<file path="config.mk">
export PLATFORM = sky130hd
export DESIGN_NAME = wildcard_star_regex_matcher_top
export DESIGN_NICKNAME = d
export VERILOG_FILES = /design/src/rtl/wsrm_pkg.sv /design/src/rtl/wsrm_cell.sv /design/src/rtl/wildcard_star_regex_matcher_top.sv
export SDC_FILE = /design/constraint.sdc
export NUM_CORES = 1
export LEC_CHECK = 0
export ABC_AREA = 1
export BUFFER_PORTS_ARGS = -buffer_cell sky130_fd_sc_hd__buf_4
export CELL_PAD_IN_SITES_DETAIL_PLACEMENT = 1
export CELL_PAD_IN_SITES_GLOBAL_PLACEMENT = 2
export CORE_AREA = 4 4 176 178
export CTS_BUF_LIST = sky130_fd_sc_hd__clkbuf_4 sky130_fd_sc_hd__clkbuf_8
export DETAILED_ROUTE_END_ITERATION = 7
export DIE_AREA = 0 0 180 182
export PLACE_DENSITY_LB_ADDON = 0.05
export SYNTH_ARGS = -nofsm -noshare
export SYNTH_HDL_FRONTEND = slang
export SYNTH_SLANG_ARGS = --single-unit
</file>
<file path="constraint.sdc">
create_clock -name aclk -period 4.6 [get_ports aclk]
set_input_delay 0.69 -clock aclk [delete_from_list [all_inputs] [get_ports aclk]]
set_output_delay 0.69 -clock aclk [all_outputs]
set_load 0.02 [all_outputs]
</file>
<file path="src/rtl/wsrm_pkg.sv">
`default_nettype none

package wsrm_pkg;

    localparam int MAX_TOKENS = 16;
    localparam int LEN_W      = 5;
    localparam int IDX_W      = 4;
    localparam int CHAR_W     = 8;

    // '.' accepts any byte
    localparam logic [CHAR_W-1:0] DOT_BYTE = 8'd46;

    // register indexes on the configuration port
    localparam logic REG_PATTERN_LENGTH = 1'b0;

    typedef enum logic [1:0] {
        OP_LOAD  = 2'd0,
        OP_START = 2'd1,
        OP_TEXT  = 2'd2,
        OP_NOP   = 2'd3
    } op_t;

    // carries handed from one cell to the next
    typedef struct packed {
        logic pre;   // closure of the held active bits
        logic adv;   // token consumed, position moves up
        logic post;  // closure of the new active bits
    } link_t;

    // per-cell control from the top level
    typedef struct packed {
        logic load_tok;
        logic load_act;
        logic start;
        logic in_use;
        logic pos_ok;
        logic first;
    } cell_ctl_t;

endpackage

`default_nettype wire

</file>
<file path="src/rtl/wsrm_cell.sv">
`default_nettype none

module wsrm_cell (
    input  wire                        aclk,
    input  wire                        aresetn,
    input  wire wsrm_pkg::cell_ctl_t   ctl,
    input  wire [wsrm_pkg::CHAR_W-1:0] token_char,
    input  wire                        token_star,
    input  wire [wsrm_pkg::CHAR_W-1:0] text_char,
    input  wire wsrm_pkg::link_t       link_in,
    output wsrm_pkg::link_t            link_out,
    output logic                       active_out
);

    logic [wsrm_pkg::CHAR_W-1:0] tok_reg;
    logic                        star_reg;
    logic                        act_reg;
    logic                        act_next;

    logic pre;
    logic accept_byte;
    logic fire;
    logic raw;

    always_comb begin
        pre         = (act_reg | link_in.pre) & ctl.pos_ok;
        accept_byte = (tok_reg == wsrm_pkg::DOT_BYTE) || (tok_reg == text_char);
        fire        = pre & accept_byte & ctl.in_use;
        // a start item restarts the chain at position zero
        raw         = ctl.start ? ctl.first : ((fire & star_reg) | link_in.adv);
        act_next    = (raw | link_in.post) & ctl.pos_ok;

        link_out.pre  = pre & star_reg & ctl.in_use;
        link_out.adv  = ~ctl.start & fire & ~star_reg;
        link_out.post = act_next & star_reg & ctl.in_use;
        active_out    = act_next;
    end

    always_ff @(posedge aclk) begin
        if (ctl.load_tok) begin
            tok_reg  <= token_char;
            star_reg <= token_star;
        end
    end

    always_ff @(posedge aclk) begin
        if (!aresetn) begin
            act_reg <= ctl.first;
        end else if (ctl.load_act) begin
            act_reg <= act_next;
        end
    end

endmodule

`default_nettype wire

</file>
<file path="src/rtl/wildcard_star_regex_matcher_top.sv">
`default_nettype none

// whole-string matcher for patterns of literal bytes, '.' and '*' repeats
//
// input channel (s_valid/s_ready): one item per op
//   load   - writes token s_token_index (byte s_token_char, repeat flag s_token_star)
//   start  - begins a new text and reports whether the empty text matches
//   text   - feeds byte s_text_char and reports whether the text so far matches
//   no-op  - changes nothing
// result channel (m_valid/m_ready): exactly one item per input item, m_matched
//   is 0 for load and no-op items
// pattern_length is written over the apb port while no item is in flight
//
// result: registered, and shown in the cycle after the item is taken
// throughput: one item per cycle unless the output stalls; the whole active-bit
//   update is one combinational ripple along the row of 16 token cells
// stalls: the output register holds its item while m_ready is low and
//   s_ready drops only then; when m_ready is high a new item enters each cycle
// reset: pattern_length 0, only position zero active, no result pending;
//   token contents are unknown until loaded

module wildcard_star_regex_matcher_top (
    input  wire                        aclk,
    input  wire                        aresetn,
    // configuration
    input  wire                        psel,
    input  wire                        penable,
    input  wire                        pwrite,
    input  wire                        paddr,
    input  wire [31:0]                 pwdata,
    output logic [31:0]                prdata,
    output logic                       pready,
    // input items
    input  wire                        s_valid,
    output logic                       s_ready,
    input  wire [1:0]                  s_op,
    input  wire [wsrm_pkg::IDX_W-1:0]  s_token_index,
    input  wire [wsrm_pkg::CHAR_W-1:0] s_token_char,
    input  wire                        s_token_star,
    input  wire [wsrm_pkg::CHAR_W-1:0] s_text_char,
    // result items
    output logic                       m_valid,
    input  wire                        m_ready,
    output logic                       m_matched
);

    localparam int N = wsrm_pkg::MAX_TOKENS;

    logic [wsrm_pkg::LEN_W-1:0] plen_reg;
    logic [wsrm_pkg::LEN_W-1:0] used_len;

    logic m_valid_reg;
    logic m_valid_next;
    logic m_matched_reg;
    logic m_matched_next;

    // extra position past the last token: the whole pattern consumed
    logic tail_raw;
    logic tail_next;
    logic tail_ok;

    wsrm_pkg::op_t   op;
    logic            accept;
    logic            do_load;
    logic            do_start;
    logic            do_text;

    wsrm_pkg::link_t     link [N+1];
    wsrm_pkg::cell_ctl_t ctl  [N];
    logic [N:0]          active_vec;

    // ---------------- configuration port ----------------

    assign pready = 1'b1;

    always_comb begin
        prdata = '0;
        if (paddr == wsrm_pkg::REG_PATTERN_LENGTH) begin
            prdata = {{(32 - wsrm_pkg::LEN_W){1'b0}}, plen_reg};
        end
    end

    always_ff @(posedge aclk) begin
        if (!aresetn) begin
            plen_reg <= '0;
        end else if (psel && penable && pwrite && pready
                     && (paddr == wsrm_pkg::REG_PATTERN_LENGTH)) begin
            plen_reg <= pwdata[wsrm_pkg::LEN_W-1:0];
        end
    end

    // lengths past the number of cells saturate
    assign used_len = (plen_reg > wsrm_pkg::LEN_W'(N)) ? wsrm_pkg::LEN_W'(N) : plen_reg;

    // ---------------- op decode ----------------

    assign s_ready = ~m_valid_reg | m_ready;
    assign accept  = s_valid & s_ready;
    assign op      = wsrm_pkg::op_t'(s_op);

    always_comb begin
        do_load  = 1'b0;
        do_start = 1'b0;
        do_text  = 1'b0;
        unique case (op)
            wsrm_pkg::OP_LOAD:  do_load  = accept;
            wsrm_pkg::OP_START: do_start = accept;
            wsrm_pkg::OP_TEXT:  do_text  = accept;
            default: ;
        endcase
    end

    // ---------------- row of token cells ----------------

    assign link[0] = '0;

    for (genvar i = 0; i < N; i++) begin : g_cell
        always_comb begin
            ctl[i].load_tok = do_load & (s_token_index == wsrm_pkg::IDX_W'(i));
            ctl[i].load_act = do_start | do_text;
            ctl[i].start    = (op == wsrm_pkg::OP_START);
            ctl[i].in_use   = (wsrm_pkg::LEN_W'(i) < used_len);
            ctl[i].pos_ok   = (wsrm_pkg::LEN_W'(i) <= used_len);
            ctl[i].first    = (i == 0);
        end

        wsrm_cell u_cell (
            .aclk       (aclk),
            .aresetn    (aresetn),
            .ctl        (ctl[i]),
            .token_char (s_token_char),
            .token_star (s_token_star),
            .text_char  (s_text_char),
            .link_in    (link[i]),
            .link_out   (link[i+1]),
            .active_out (active_vec[i])
        );
    end

    // final position only exists when every token is in use; its bit is not held
    // in a register, as no token sits there to read it
    always_comb begin
        tail_ok   = (used_len == wsrm_pkg::LEN_W'(N));
        tail_raw  = (op == wsrm_pkg::OP_START) ? 1'b0 : link[N].adv;
        tail_next = (tail_raw | link[N].post) & tail_ok;
    end

    assign active_vec[N] = tail_next;

    // ---------------- result register ----------------

    always_comb begin
        m_valid_next   = m_valid_reg;
        m_matched_next = m_matched_reg;
        if (accept) begin
            m_valid_next   = 1'b1;
            // whole pattern consumed after closure
            m_matched_next = (do_start | do_text) & active_vec[used_len];
        end else if (m_ready) begin
            m_valid_next = 1'b0;
        end
    end

    always_ff @(posedge aclk) begin
        if (!aresetn) begin
            m_valid_reg <= 1'b0;
        end else begin
            m_valid_reg <= m_valid_next;
        end
    end

    always_ff @(posedge aclk) begin
        m_matched_reg <= m_matched_next;
    end

    assign m_valid   = m_valid_reg;
    assign m_matched = m_matched_reg;

endmodule

`default_nettype wire
</file>
==> results.cfg <==
[synthesis]
synthSimpleGateAreaFrac_pct = 20.3
synth_compound_area_share_pct = 6.58
synthDistinctLibCells = 50
synth_top_area_share_pct = 50.1
synthTopCellsByArea = edfxtp_1 50%, nand2_1 7.1%, xnor2_1 6.3%
yosysTopAreaCell = edfxtp_1
synth-xor-area-share_pct = 9.37
synth_fa_ha_area_share_pct = 0
ys_seq_elements = 167
synth_mux_area_share_pct = 0
synthFlopType = edfxtp_1
synthesis.area_um2 = 8700
synth_enable_flop_cells = 145
yosysWarningCount = 0
synth_top_family_by_area = simple AND/OR/NAND/NOR gates
synth_area_per_cell_um2 = 9.77
yosysSeqAreaShare_pct = 55.1
async_flop_share_pct = 0
syn_inst = 890

[power_and_ir_drop]
switchingPower_uw = 883
p_int_uw = 2220
irDropWorstVdd_uv = 142
power_leakage_uw = 0.00386
switching_share_pct = 28.4
sequentialPowerShare_pct = 53.7
p_per_area_nw_per_um2 = 312
clockPowerShare_pct = 36.6
power.total_uw = 3110
p_comb_share_pct = 9.8

[route]
wire_per_inst_um = 20.3
drc = 0
via_count = 6367
ant_nets = 0
vias_per_cell = 4.68
dr.pass1.iters = 4
routed_wl_um = 27600
drt-initial-drc-count = 272

[global_route]
grt-ovfl-total = 0
grt_usage_pct = 16.9
grt_antenna_before_repair = 0
grt_pass1_wl_um = 41300
grt_max_degree = 26
grt_pass1_vias = 6889

[die]
die_area_um2 = 32800
core_area_um2 = 29400
io_pins = 99
placementRows = 63
die_w_um = 180
initial_core_util_pct = 29.6
die_y_um = 182

[timing]
slew_headroom_pct = 25.7
setup_violations = 0
worst_pin_slew_ns = 1.11
drv_slew = 0
final-hold-violation-count = 0
period_share_pct = 84.5
tns_ns = 0
clock-skew-final_ns = 0.0260
timing.fmax_mhz = 257
min_period_ns = 3.89
rsz0062_at_grt = no

[clock_tree]
cts_hold_buf = 0
cts_buffer_depth = 2
ctsResizeCount = 0
cts_root_buf = clkbuf_8
clkSinkCount = 167
htreeDepth = 4
cts_tree = yes
cts_buffers = 17
clkLatencyLatePin_ns = 0.47
post-cts-setup-buffer-count = 0
path_clk_slew_ns = 0.11

[setup_path]
startpoint = plen_reg[0]$_SDFFE_PN0P_
cp-start-kind = flop
crit_type = flop to flop
slowest_stage = dfxtp_1
crit_family = simple AND/OR/NAND/NOR gates
rr_endpoint = m_matched$_DFFE_PP_
critPathArrivalTime_ns = 4.22
rrSetupSlack_ns = 0.71
path_depth = 35
max_stage_delay_ns = 0.37
end_kind = flop
critPathMaxFanout = 5
r2r.worst_path.cells = 35
r2r_start = plen_reg[0]$_SDFFE_PN0P_
crit_buf_inv = 2
required_ns = 4.94
cpMostUsedCell = nand2_1

[cells_and_area]
syn_to_final_growth_pct = 14.4
antennaDiodeCount = 0
largest_register_ffs = 128
drive_gt1_share_pct = 17.4
fill_cells = 3373
nets = 1021
multi_input_area_um2 = 3260
seqCellArea_um2 = 4790

[worst_hold_path]
hp-class = primary input to flop
holdPathEnd = plen_reg[4]$_SDFFE_PN0P_
min_from = pwdata[4]
hold_depth = 3

[placed_design]
port_buffers = 43
gp_congestion = 0.802
post-dp-hpwl_um = 19800

[run_status]
status = complete, no violations

[job]
max_cap_violations = 0
## worst max-delay path by stage
stage / endpoint / slack (ns)
3_3_place_gp: m_matched$_DFFE_PP_ / 0.34
4_1_cts: m_matched$_DFFE_PP_ / 0.63
6_report: m_matched$_DFFE_PP_ / 0.71
3_5_place_dp: m_matched$_DFFE_PP_ / 0.35
2_1_floorplan: m_matched$_DFFE_PP_ / 1.11
5_1_grt: m_matched$_DFFE_PP_ / 0.14
## layer usage
metal | GRT usage, % | vias to the layer above | share of wire (%)
li1 | - | 3075 | -
met1 | 21.0 | 3164 | 44
met2 | 30.4 | 101 | 50
met3 | 3.04 | 27 | 3.6
met4 | 4.33 | 0 | 1.7
met5 | 0 | - | 0
## cell usage after synthesis, types with 5 or more instances
master and number:
inv_1 94, dfxtp_1 22, nor4_1 18, nor3_1 6, nor2_1 59, buf_4 30, o21ai_0 34, buf_2 15
nand3b_1 5, a21oi_1 29, or2_2 11, nand4_1 32, edfxtp_1 145, nand2_2 24, nand3_1 32, o22ai_1 8
xnor2_1 63, xor2_1 30, nand2_1 165, inv_2 16
## kinds of logic (layout without fill, tap and decap cells)
kind of cell | Yosys count | count (layout)
and+or+nand+nor | 370 | 370
DFF | 167 | 167
buffers and inverters | 161 | 216
AOI/OAI and AO/OA | 97 | 97
xor gates and xnor gates | 93 | 93
other | 2 | 28
## power groups by stage
stage | clock, uW | sequential, uW | combinational (uW)
6_report | 1140 | 1670 | 303
5_1_grt | 1250 | 1670 | 333
4_1_cts | 1190 | 1670 | 310
3_5_place_dp | 0 | 1700 | 309
3_3_place_gp | 0 | 1700 | 305
2_1_floorplan | 0 | 1700 | 193
## worst register-to-register path, delay by kind of cell (launching register included)
family	cells	cell delay [ns]
buffers and inverters	2	0.23
AO/OA/AOI/OAI	3	0.43
flip-flops	1	0.37
AND/OR/NAND/NOR	30	2.73
## cell type report
class                      instances  area share [%]
tap                              390            4.91
sequential                       167            48.2
inverter                         112            4.25
clock inverter                    15            2.09
multi-input combinational        588            32.8
clock buffer                      17            2.35
timing repair buffer              72            5.43
## cell usage in the layout, fill, tap and decap left out, types with 18 or more instances in the layout
| cell type | instances |
|---|---|
| dfxtp_1 | 22 |
| inv_1 | 94 |
| xor2_1 | 30 |
| xnor2_1 | 63 |
| a21oi_1 | 29 |
| o21ai_0 | 34 |
| nand2_1 | 165 |
| buf_4 | 72 |
| nor4_1 | 18 |
| nand3_1 | 32 |
| edfxtp_1 | 145 |
| conb_1 | 28 |
| nand4_1 | 32 |
| nand2_2 | 24 |
| nor2_1 | 59 |
## through the flow
step | hold WS, ns | instances | area, um^2 | util [%] | worst slack [ns]
floorplan | 0.468 | 916 | 8790 | - | 1.11
global placement | 0.482 | 1329 | 9510 | 32.3 | 0.344
detailed placement | 0.491 | 1329 | 9510 | 32.3 | 0.348
CTS | 0.474 | 1361 | 9950 | 33.8 | 0.629
global route | 0.494 | 1361 | 9950 | 33.8 | 0.144
finish | 0.508 | 1361 | 9950 | 33.8 | 0.712
(Power assumes the default switching activity.)
